==> config.mk <==
export PLATFORM = sky130hd
export DESIGN_NAME = humidity_temperature_frame_decoder
export DESIGN_NICKNAME = d
export VERILOG_FILES = /design/src/htfd_pkg.sv /design/src/humidity_temperature_frame_decoder.sv /design/src/htfd_frame.sv /design/src/htfd_scale.sv
export SDC_FILE = /design/constraint.sdc
export NUM_CORES = 1
export LEC_CHECK = 0
export CAP_MARGIN = 20
export CORE_MARGIN = 2
export CORE_UTILIZATION = 33
export CTS_CLUSTER_DIAMETER = 80
export DETAILED_ROUTE_END_ITERATION = 7
export DONT_BUFFER_PORTS = 1
export HOLD_SLACK_MARGIN = 0.05
export PLACE_DENSITY = 0.44
export REMOVE_ABC_BUFFERS = 1
export SETUP_SLACK_MARGIN = 0.2
export SLEW_MARGIN = 20
export SYNTH_ARGS = -nofsm -noshare
export SYNTH_HDL_FRONTEND = slang
export SYNTH_HIERARCHICAL = 1
export SYNTH_SLANG_ARGS = --single-unit
==> constraint.sdc <==
create_clock -name i_clk -period 7.9 [get_ports i_clk]
set_input_delay 0.79 -clock i_clk [delete_from_list [all_inputs] [get_ports i_clk]]
set_output_delay 0.79 -clock i_clk [all_outputs]
set_load 0.02 [all_outputs]
==> src/htfd_pkg.sv <==
// shared types, constants and crc function of the frame decoder
`timescale 1ns / 1ps

package htfd_pkg;

    localparam int S_TDATA_W = 8;
    localparam int S_TUSER_W = 1;
    localparam int M_TDATA_W = 32;
    localparam int M_TUSER_W = 2;

    localparam int TEMP_W   = 15;
    localparam int HUM_W    = 14;
    localparam int STATUS_W = 2;

    localparam logic [7:0] CRC_POLY = 8'h31;
    localparam logic [7:0] CRC_INIT = 8'hFF;

    localparam logic [2:0] FRAME_BYTES = 3'd6;

    // byte positions inside one readout
    localparam logic [2:0] POS_T_MSB = 3'd0;
    localparam logic [2:0] POS_T_LSB = 3'd1;
    localparam logic [2:0] POS_T_CRC = 3'd2;
    localparam logic [2:0] POS_H_MSB = 3'd3;
    localparam logic [2:0] POS_H_LSB = 3'd4;
    localparam logic [2:0] POS_H_CRC = 3'd5;

    localparam logic [STATUS_W-1:0] STATUS_OK       = 2'd0;
    localparam logic [STATUS_W-1:0] STATUS_TEMP_CRC = 2'd1;
    localparam logic [STATUS_W-1:0] STATUS_HUM_CRC  = 2'd2;

    // scaling: floor(span * raw / 65535) - offset
    localparam logic [14:0]       TEMP_SPAN   = 15'd17500;
    localparam logic [TEMP_W-1:0] TEMP_OFFSET = 15'd4500;
    localparam logic [13:0]       HUM_SPAN    = 14'd12500;
    localparam logic [HUM_W-1:0]  HUM_OFFSET  = 14'd600;
    localparam logic [HUM_W-1:0]  HUM_MAX     = 14'd10000;

    typedef struct packed {
        logic                valid;
        logic [STATUS_W-1:0] status;
        logic [15:0]         temp_word;
        logic [15:0]         hum_word;
    } t_frame_rec;

    // one byte through the crc-8, msb first, no final xor
    function automatic logic [7:0] crc8_feed(input logic [7:0] crc, input logic [7:0] data);
        logic [7:0] c;
        c = crc ^ data;
        for (int i = 0; i < 8; i++) begin
            if (c[7]) begin
                c = {c[6:0], 1'b0} ^ CRC_POLY;
            end else begin
                c = {c[6:0], 1'b0};
            end
        end
        return c;
    endfunction

endpackage

==> src/humidity_temperature_frame_decoder.sv <==
// top level: six-byte readout decoder with crc check and fixed point scaling
// throughput: one byte transfer per cycle, sustained while the result side drains
// after its sixth byte transfer, a frame's result is registered in turn in the
//   frame record register, the product register and the result register
// a held result stalls the input once record, product and result registers are all full
// reset: synchronous active low; clears byte position, crc, words and all valid flags
`timescale 1ns / 1ps

module humidity_temperature_frame_decoder (
    input  logic                            i_clk,
    input  logic                            i_rst_n,
    input  logic                            s_axis_tvalid,
    output logic                            s_axis_tready,
    input  logic [htfd_pkg::S_TDATA_W-1:0]  s_axis_tdata,  // [7:0] rx_byte
    input  logic [htfd_pkg::S_TUSER_W-1:0]  s_axis_tuser,  // [0] frame_start
    output logic                            m_axis_tvalid,
    input  logic                            m_axis_tready,
    output logic [htfd_pkg::M_TDATA_W-1:0]  m_axis_tdata,  // [14:0] temperature_centi,
                                                           // [28:15] humidity_centi, zero fill
    output logic [htfd_pkg::M_TUSER_W-1:0]  m_axis_tuser   // [1:0] frame_status
);
    import htfd_pkg::*;

    t_frame_rec          w_rec;
    logic                w_rec_ready;
    logic                w_in_ready;
    logic [TEMP_W-1:0]   w_temp;
    logic [HUM_W-1:0]    w_hum;
    logic [STATUS_W-1:0] w_status;

    htfd_frame u_frame (
        .i_clk         (i_clk),
        .i_rst_n       (i_rst_n),
        .i_accept      (s_axis_tvalid && w_in_ready),
        .i_rx_byte     (s_axis_tdata[7:0]),
        .i_frame_start (s_axis_tuser[0]),
        .i_rec_ready   (w_rec_ready),
        .o_in_ready    (w_in_ready),
        .o_rec         (w_rec)
    );

    htfd_scale u_scale (
        .i_clk       (i_clk),
        .i_rst_n     (i_rst_n),
        .i_rec       (w_rec),
        .o_rec_ready (w_rec_ready),
        .i_out_ready (m_axis_tready),
        .o_out_valid (m_axis_tvalid),
        .o_temp      (w_temp),
        .o_hum       (w_hum),
        .o_status    (w_status)
    );

    assign s_axis_tready = w_in_ready;
    assign m_axis_tdata  = {(M_TDATA_W - TEMP_W - HUM_W)'(0), w_hum, w_temp};
    assign m_axis_tuser  = w_status;

endmodule

==> src/htfd_frame.sv <==
// byte position tracking, crc check and frame record register
`timescale 1ns / 1ps

module htfd_frame (
    input  logic                  i_clk,
    input  logic                  i_rst_n,
    input  logic                  i_accept,
    input  logic [7:0]            i_rx_byte,
    input  logic                  i_frame_start,
    input  logic                  i_rec_ready,
    output logic                  o_in_ready,
    output htfd_pkg::t_frame_rec  o_rec
);
    import htfd_pkg::*;

    logic [2:0]  r_pos, n_pos;
    logic [7:0]  r_crc, n_crc;
    logic [15:0] r_tw, n_tw;
    logic        r_tgood, n_tgood;
    logic [15:0] r_hw, n_hw;
    t_frame_rec  r_rec, n_rec;
    logic [2:0]  w_pos;

    // frame start mark forces the first position
    assign w_pos = (i_frame_start || r_pos >= FRAME_BYTES) ? POS_T_MSB : r_pos;

    always_comb begin
        n_pos   = r_pos;
        n_crc   = r_crc;
        n_tw    = r_tw;
        n_tgood = r_tgood;
        n_hw    = r_hw;
        n_rec   = r_rec;
        if (i_rec_ready) begin
            n_rec.valid = 1'b0;
        end
        if (i_accept) begin
            case (w_pos)
                POS_T_MSB: begin
                    n_tw  = {i_rx_byte, 8'h00};
                    n_crc = crc8_feed(CRC_INIT, i_rx_byte);
                end
                POS_T_LSB: begin
                    n_tw  = {r_tw[15:8], i_rx_byte};
                    n_crc = crc8_feed(r_crc, i_rx_byte);
                end
                POS_T_CRC: begin
                    n_tgood = (r_crc == i_rx_byte);
                    n_crc   = CRC_INIT;
                end
                POS_H_MSB: begin
                    n_hw  = {i_rx_byte, 8'h00};
                    n_crc = crc8_feed(CRC_INIT, i_rx_byte);
                end
                POS_H_LSB: begin
                    n_hw  = {r_hw[15:8], i_rx_byte};
                    n_crc = crc8_feed(r_crc, i_rx_byte);
                end
                POS_H_CRC: begin
                    n_rec.valid     = 1'b1;
                    n_rec.temp_word = r_tw;
                    n_rec.hum_word  = r_hw;
                    if (!r_tgood) begin
                        n_rec.status = STATUS_TEMP_CRC;
                    end else if (r_crc != i_rx_byte) begin
                        n_rec.status = STATUS_HUM_CRC;
                    end else begin
                        n_rec.status = STATUS_OK;
                    end
                    n_crc = CRC_INIT;
                end
                default: begin
                end
            endcase
            n_pos = (w_pos == POS_H_CRC) ? POS_T_MSB : w_pos + 3'd1;
        end
    end

    always_ff @(posedge i_clk) begin
        if (!i_rst_n) begin
            r_pos   <= POS_T_MSB;
            r_crc   <= CRC_INIT;
            r_tw    <= '0;
            r_tgood <= 1'b0;
            r_hw    <= '0;
            r_rec   <= '0;
        end else begin
            r_pos   <= n_pos;
            r_crc   <= n_crc;
            r_tw    <= n_tw;
            r_tgood <= n_tgood;
            r_hw    <= n_hw;
            r_rec   <= n_rec;
        end
    end

    assign o_in_ready = !r_rec.valid || i_rec_ready;
    assign o_rec      = r_rec;

endmodule

==> src/htfd_scale.sv <==
// fixed point scaling of the raw words: product stage and result register
`timescale 1ns / 1ps

module htfd_scale (
    input  logic                            i_clk,
    input  logic                            i_rst_n,
    input  htfd_pkg::t_frame_rec            i_rec,
    output logic                            o_rec_ready,
    input  logic                            i_out_ready,
    output logic                            o_out_valid,
    output logic [htfd_pkg::TEMP_W-1:0]     o_temp,
    output logic [htfd_pkg::HUM_W-1:0]      o_hum,
    output logic [htfd_pkg::STATUS_W-1:0]   o_status
);
    import htfd_pkg::*;

    logic                r_b_valid;
    logic [STATUS_W-1:0] r_b_status;
    logic [30:0]         r_prod_t;
    logic [29:0]         r_prod_h;

    logic                r_o_valid;
    logic [TEMP_W-1:0]   r_o_temp, n_o_temp;
    logic [HUM_W-1:0]    r_o_hum, n_o_hum;
    logic [STATUS_W-1:0] r_o_status;

    logic        w_adv_o, w_adv_b;
    logic [31:0] w_sum_t, w_sum_h;
    logic [14:0] w_q_t;
    logic [13:0] w_q_h;
    logic [13:0] w_h;

    assign w_adv_o     = !r_o_valid || i_out_ready;
    assign w_adv_b     = !r_b_valid || w_adv_o;
    assign o_rec_ready = w_adv_b;

    // floor(x / 65535) = (x + (x >> 16) + 1) >> 16 while the quotient stays below 2^16
    assign w_sum_t = 32'(r_prod_t) + 32'(r_prod_t[30:16]) + 32'd1;
    assign w_sum_h = 32'(r_prod_h) + 32'(r_prod_h[29:16]) + 32'd1;
    assign w_q_t   = w_sum_t[30:16];
    assign w_q_h   = w_sum_h[29:16];
    assign w_h     = w_q_h - HUM_OFFSET;

    always_comb begin
        n_o_temp = w_q_t - TEMP_OFFSET;
        if (w_q_h < HUM_OFFSET) begin
            n_o_hum = '0;
        end else if (w_h > HUM_MAX) begin
            n_o_hum = HUM_MAX;
        end else begin
            n_o_hum = w_h;
        end
        if (r_b_status != STATUS_OK) begin
            n_o_temp = '0;
            n_o_hum  = '0;
        end
    end

    always_ff @(posedge i_clk) begin
        if (!i_rst_n) begin
            r_b_valid <= 1'b0;
            r_o_valid <= 1'b0;
        end else begin
            if (w_adv_b) begin
                r_b_valid <= i_rec.valid;
            end
            if (w_adv_o) begin
                r_o_valid <= r_b_valid;
            end
        end
    end

    always_ff @(posedge i_clk) begin
        if (w_adv_b && i_rec.valid) begin
            r_b_status <= i_rec.status;
            r_prod_t   <= 31'(TEMP_SPAN) * 31'(i_rec.temp_word);
            r_prod_h   <= 30'(HUM_SPAN) * 30'(i_rec.hum_word);
        end
        if (w_adv_o && r_b_valid) begin
            r_o_temp   <= n_o_temp;
            r_o_hum    <= n_o_hum;
            r_o_status <= r_b_status;
        end
    end

    assign o_out_valid = r_o_valid;
    assign o_temp      = r_o_temp;
    assign o_hum       = r_o_hum;
    assign o_status    = r_o_status;

endmodule

==> summary.md, run 1 <==
| Metric | Value |
|---|---|
| Peak Freq | 0.1832 GHz |
| Sink Count | between 150 and 200 |
| GR Util All Layers | 0.1463 |
| Count leader, synth | inv_1 |
| Core area | 45090 um^2 |
| CTS buffer count | 17 |
| Cells after synthesis | 1506 |
| Starting Density | 0.3317 |
| Crit start category | flip-flop |
| Avg Inst Size Synth | a little under 10 um^2 |
| Port buffer count | 0 |
| WP data required | 8130 ps |
| Routed Wire Length | 32.55 mm |
| Via count | 9809 |
| Pins Over Slew Limit | 0 |
| Sequential-to-total area share from yosys stat | 0.2891 |
| GRT overflow | 0 |
| Post-Syn Area | 14960 um^2 |
| Setup TNS | 0 ps |
| Ratio of cells with drive above 1 in the final layout | 0.05007 |
| Post-synth EDFFs | 90 |
| WL/cell | approximately 16 um |
| WS Path Type | reg2reg |
| Hold WS | 387.9 ps |
| Setup ws final | between 2000 and 2500 ps |
| Most used flip-flop cell after synthesis | edfxtp_1 |
| Finished Cell Area | around 16000 um^2 |
| Max Cap Violations | 0 |
| H-Tree Depth | 4 |
| Latest clock arrival within the worst-skew pair | about 480 ps |
| Cell taking the most area after synthesis | ha_1 |
| Final Wtd Congestion | a little over 0.8 |
| Die ar. | 47040 um^2 |
| I/O pin cnt | ~50 |
| Die width | 216.9 um |
| P_leak | 7.651 nW |
| CTS tree | done |
| Min-delay worst type | in2reg |
| Pre-CTS setup slack | 2469 ps |
| Placed cells | 2067 |
| HPWL after detailed placement | 25.77 mm |
| Area Growth Syn to Fin | 6.860% |
| Number of global-route vias before repair | 9923 |
| CTS max path bufs | 2 |
| Most instantiated cells after synthesis | inv_1 (233), ha_1 (227), nand2_1 (118), edfxtp_1 (90), fa_1 (89) |
| CP arrival | 5690 ps |
| Diodes inserted | 0 |
| Most area-consuming cells after synthesis | ha_1 (19%), edfxtp_1 (18%), fa_1 (12%) |
| Finish-stage setup viols | 0 |
| Post-route minimum period | around 5500 ps |
| Relative slew slack | 0.2797 |
| ANT nets after route | 0 |
| DR vias/cell | 4.675 |
| Hold Fails Final Rpt | 0 |
| Non-filler cells, final | 2098 |
| Max IR drop VDD | roughly 0.00012 V |
| Fin nets | around 1800 |
| Clk slew on worst S/H paths | 70 ps |
| Largest net degree at the start of global routing | 82 |
| Status | completed |
| Post-CTS Setup Repair Bufs | 0 |
| Global-route wire length before repair | 53.93 mm |
| Clock root buffer | clkbuf_16 |
| RSZ-0062 raised after global routing | no |
| Netlist cell types | 93 |
| Dpl cell area | 15430 um^2 |
| DRT Pass-1 Iters | 5 |
| Top-area cell type share of the netlist area | 0.1899 |
| Antenna violations before repair | 0 |
| Resized cells post-CTS | 0 |
| Yosys reg bits | 171 |
| Worst-margin pin slew | around 1100 ps |
| Row cnt | 78 |
| Crit. End Element | flip-flop |
| Period utilisation layout | 0.6911 |
| Die Ht | 216.9 um |
| Post-route DRC | 0 |
| CP Max Fanout | 6 |
| Worst Skew | about 13 ps |
| Yosys warning total | 6 |
| Power Density | 118.1 nW/um^2 |
| Synth async-reset ratio | 0 |
| # hold bufs at CTS | 0 |
| Initial DRC Count | 448 |
-- power breakdown --
| group | internal, W | leakage (nW) | switching (W) |
|---|---|---|---|
| Sequential | 0.000937 | 1.45 | 0.0000120 |
| Combinational | 0.0000690 | 5.93 | 0.0000638 |
| Clock | 0.000416 | 0.274 | 0.000390 |
| Total | 0.00142 | 7.65 | 0.000466 |
-- worst max-delay path, cell delays in order (launching register included) --
cell       delay [ps]
dfxtp_1           380
ha_1              310
inv_1              50
fa_1              510
inv_1              50
ha_1              290
ha_1              280
inv_1              50
fa_1              530
inv_1              70
fa_1              480
a211oi_1          330
o21ai_0           190
a211oi_1          340
o21ai_0           190
a2111oi_0         580
o31ai_1           210
o21a_1            200
nor2_1            110
xnor2_1            70
-- layout by cell type (no fill, tap or decap), drive strengths merged, types with 9 or more instances in the layout --
| cell | count |
|---|---|
| inv | 241 |
| ha | 227 |
| nand2 | 118 |
| edfxtp | 90 |
| fa | 89 |
| dfxtp | 81 |
| a21oi | 63 |
| nor2 | 61 |
| xnor2 | 60 |
| o21ai | 46 |
| a21boi | 44 |
| nand3 | 39 |
| xor2 | 37 |
| nor2b | 36 |
| a21o | 23 |
| mux2i | 18 |
| clkbuf | 18 |
| nor3 | 18 |
| o21a | 17 |
| a22oi | 11 |
| nand4 | 11 |
| or3 | 10 |
| a211oi | 10 |
| a31oi | 9 |
| and2 | 9 |
-- cell families after synthesis --
group	after synthesis	synth area share
and+or+nand+nor	342	0.1144
AOI/OAI and AO/OA	276	0.1279
other	1	0.0002507
xor gates and xnor gates	103	0.06659
muxes	18	0.01205
buffers and inverters	277	0.07923
DFF	171	0.2891
adders and majority gates	318	0.3104
-- metal layers --
layer	GRT usage	vias up	routed length, um
met5	0	-	0
met4	0.04635	0	508
met3	0.03047	31	878
met2	0.2220	109	14150
met1	0.2079	4573	17010
li1	-	5096	-
-- worst paths after layout --
kind                                              to              start  slack [ps]  cells after the start
worst max-delay path            u_scale/r_prod_t[26]  u_frame/o_rec[19]        2440                     19
worst min-delay path                u_frame/r_crc[4]            i_rst_n         390                      1
worst max register to register  u_scale/r_prod_t[26]  u_frame/o_rec[19]        2440                     19
worst min register to register      u_frame/o_rec[4]    u_frame/r_hw[4]         460                      2
-- per-stage QoR --
| stage | util | power (W) |
|---|---|---|
| after global routing | 0.3545 | 0.001971 |
| after CTS | 0.3545 | 0.001920 |
| after floorplan | - | 0.001078 |
| after detailed placement | 0.3423 | 0.001101 |
| after global placement | 0.3423 | 0.001101 |
| final | 0.3545 | 0.001888 |
-- flip-flops by register name (all words and copies together), names as in the netlist, 8 cells and up --
signal,flops
u_scale/o_temp,15
u_frame/o_rec,35
u_scale/o_hum,14
u_scale/r_prod_h,28
u_frame/r_hw,16
u_frame/r_tw,16
u_frame/r_crc,8
u_scale/r_prod_t,29
-- layout make-up --
| cell class | instances | area (um^2) |
|---|---|---|
| clock inverters | 13 | 107.6 |
| inverters | 233 | 874.6 |
| flip-flops and latches | 171 | 4324 |
| clock buffers | 18 | 439.2 |
| fillers | 4602 | 29110 |
| multi-input cells | 1060 | 9463 |
| repair buffers | 3 | 22.52 |
| well taps | 600 | 750.7 |
Note: power is estimated with default switching activity, not from simulation.
==> run 2: changes to the inputs <==
ABC_AREA = 1   (was not set)
PLACE_DENSITY = 0.45   (was 0.44)
clock period = 4.6 ns   (was 7.9 ns; I/O delays follow)
==> summary.md, run 2 <==
| Metric | Value |
|---|---|
| Yosys warning total | 6 (unchanged) |
| Relative slew slack | 0.5490 (+0.2694) |
| GRT overflow | 0 (unchanged) |
| Initial DRC Count | 508 (+13%) |
| Port buffer count | 0 (unchanged) |
| Starting Density | 0.3353 (+0.003581) |
| Hold Crit Depth | 2 (+1) |
| Reg area | 4360 um^2 (+0.84%) |
| Pins Over Slew Limit | 0 (unchanged) |
| H-Tree Depth | 4 (unchanged) |
| Worst-case reg-to-reg path depth | 18 (-1) |
| Final-layout fill cell count | 4963 (+7.8%) |
| CP arrival | 4440 ps (-1250 ps) |
| RSZ-0062 raised after global routing | yes |
| Commonest non-fill, non-tap cell in the layout | nand2_1 |
| CP Max Fanout | 5 (-1) |
| Die Ht | 224.5 um (+3.5%) |
| Sequential-to-total area share from yosys stat | 0.2696 (-0.01957) |
| Latest clock arrival within the worst-skew pair | 480 ps (about the same) |
| Netlist cell types | 55 (-41%) |
| Number of global-route vias before repair | 12700 (+28%) |
| Core area | 47850 um^2 (+6.1%) |
| WS Path Type | reg2reg |
| Most area-consuming cells after synthesis | ha_1 (18%), edfxtp_1 (17%), fa_1 (11%) |
| GR Util All Layers | 0.1623 (+0.01597) |
| Post-Syn Area | 16040 um^2 (+7.3%) |
| CTS max path bufs | 2 (unchanged) |
| Diodes inserted | 0 (unchanged) |
| Post-route minimum period | 4219 ps (-1240 ps) |
| Setup ws final | 380.8 ps (-2060 ps) |
| Post-route DRC | 0 (unchanged) |
| Max Cap Violations | 0 (unchanged) |
| Largest net degree at the start of global routing | 47 (-43%) |
| Row cnt | 80 (+2.6%) |
| Status | completed |
| Yosys reg bits | 171 (unchanged) |
| Min-delay worst type | in2reg |
| Die ar. | 50390 um^2 (+7.1%) |
| Most instantiated cells after synthesis | nand2_1 (450), inv_1 (387), ha_1 (227), nor2_1 (166), a21oi_1 (132) |
| Clock root buffer | clkbuf_16 |
| Period utilisation layout | 0.9172 (+0.2261) |
| Area Growth Syn to Fin | 12.26% |
| Ratio of cells with drive above 1 in the final layout | 0.1009 (+0.05080) |
| Routed Wire Length | 39.15 mm (+20%) |
| Clk slew on worst S/H paths | 70 ps (about the same) |
| WP data required | 4820 ps (-3310 ps) |
| WL/cell | 14.57 um (-6.1%) |
| Reg2Reg Setup Slack | 380 ps (-2060 ps) |
| ANT nets after route | 0 (unchanged) |
| Footprint of the multi-input gates | 10560 um^2 (+12%) |
| Max reg flops | 35 (unchanged) |
| I/O pin cnt | 49 (unchanged) |
| Global-route wire length before repair | 64.75 mm (+20%) |
| Pre-CTS setup slack | 53.17 ps (-2416 ps) |
| Finish-stage setup viols | 0 (unchanged) |
| Worst Skew | 10.83 ps (-2.117 ps) |
| Antenna violations before repair | 0 (unchanged) |
| Via count | 12440 (+27%) |
| Cells after synthesis | 2036 (+35%) |
| CTS buffer count | 17 (unchanged) |
| Synth async-reset ratio | 0 (unchanged) |
| Power Density | 189.8 nW/um^2 (+61%) |
| Crit start category | flip-flop |
| Cell taking the most area after synthesis | ha_1 |
| Post-synth EDFFs | 90 (unchanged) |
| Most frequent cells in the layout | nand2_1 (445), inv_1 (384), ha_1 (202) |
| Top-area cell type share of the netlist area | 0.1771 (-0.01286) |
| Fin nets | 2389 (+32%) |
| Sink Count | 171 (unchanged) |
| Hold WS | 123.8 ps (-264.1 ps) |
| Setup TNS | 0 ps (unchanged) |
| Hold Fails Final Rpt | 0 (unchanged) |
| Most used flip-flop cell after synthesis | edfxtp_1 |
| CTS tree | done |
| HPWL after detailed placement | 31.93 mm (+24%) |
| Count leader, synth | nand2_1 |
| Final Wtd Congestion | 0.8717 (+6.2%) |
| Peak Freq | 0.2370 GHz (+29%) |
| Crit. End Element | flip-flop |
| Worst-margin pin slew | 675.5 ps (-405.0 ps) |
| DR vias/cell | 4.629 (-0.99%) |
| Fin util | 0.3764 (+0.02193) |
| Avg Inst Size Synth | 7.879 um^2 (-21%) |
| Die width | 224.5 um (+3.5%) |
| DRT Pass-1 Iters | 5 (unchanged) |
| Max IR drop VDD | 0.0001743 V (+50%) |
| P_leak | 9.519 nW (+24%) |
| Pwr Total | 0.003418 W (+81%) |
-- run 2: cell type report --
class / instances / area share
multi-input combinational: 1444 / 0.5865
clock inverter: 11 / 0.008059
inverter: 397 / 0.08310
sequential: 171 / 0.2421
clock buffer: 20 / 0.02425
timing repair buffer: 29 / 0.01320
tap: 615 / 0.04273
-- run 2: power breakdown --
| part | switching, W | leakage [nW] | internal [W] |
|---|---|---|---|
| clock network | 0.000617 | 0.280 | 0.000848 |
| registers | 0.0000189 | 1.62 | 0.00161 |
| logic | 0.000200 | 7.62 | 0.000120 |
-- run 2: metrics by stage --
stage | cells | cell area [um^2]
2_1_floorplan | 2012 | 15910
3_3_place_gp | 2645 | 16820
3_5_place_dp | 2645 | 16820
4_1_cts | 2678 | 17450
5_1_grt | 2687 | 18010
6_report | 2687 | 18010
-- run 2: repair_timing --
action                     in CTS  in global routing
resized for setup              15                100
pin swaps                       2                 22
setup buffers                   2                  8
hold buffers                    0                  0
setup endpoints to repair       9                 19
-- run 2: worst max-delay path: stages, from the launching register on --
cell	delay (ps)
dfxtp_4	370
ha_1	310
ha_2	340
inv_1	70
fa_1	530
inv_1	50
fa_1	480
fa_1	570
ha_4	240
a21oi_2	130
inv_1	70
a21oi_2	170
o21ai_2	110
a21oi_2	200
o21ai_2	80
nand2_1	80
nand2_1	50
nand2_1	60
nand2_1	50
-- run 2: routing by layer --
metal	global-route usage	vias up	part of all wire
met5	0	-	0
met4	0.04572	0	0.014
met3	0.02835	32	0.024
met2	0.2702	130	0.46
met1	0.2162	5699	0.50
li1	-	6578	-
-- run 2: cells by family after synthesis --
kind of cell             synth area share
other                           0.0002338
flip-flops                         0.2696
AO/OA/AOI/OAI                     0.08619
adder cells (fa/ha/maj)            0.2881
AND/OR/NAND/NOR                    0.2189
XOR/XNOR                          0.03486
buffers and inverters              0.1021
-- run 2: path summary, 6_finish.rpt --
path                                       startpoint              endpoint
worst max-delay path                 u_frame/o_rec[3]  u_scale/r_prod_h[27]
worst min-delay path                  s_axis_tdata[7]       u_frame/r_tw[7]
worst max register to register       u_frame/o_rec[3]  u_scale/r_prod_h[27]
worst min register to register  u_scale/r_b_status[1]   u_scale/o_status[1]
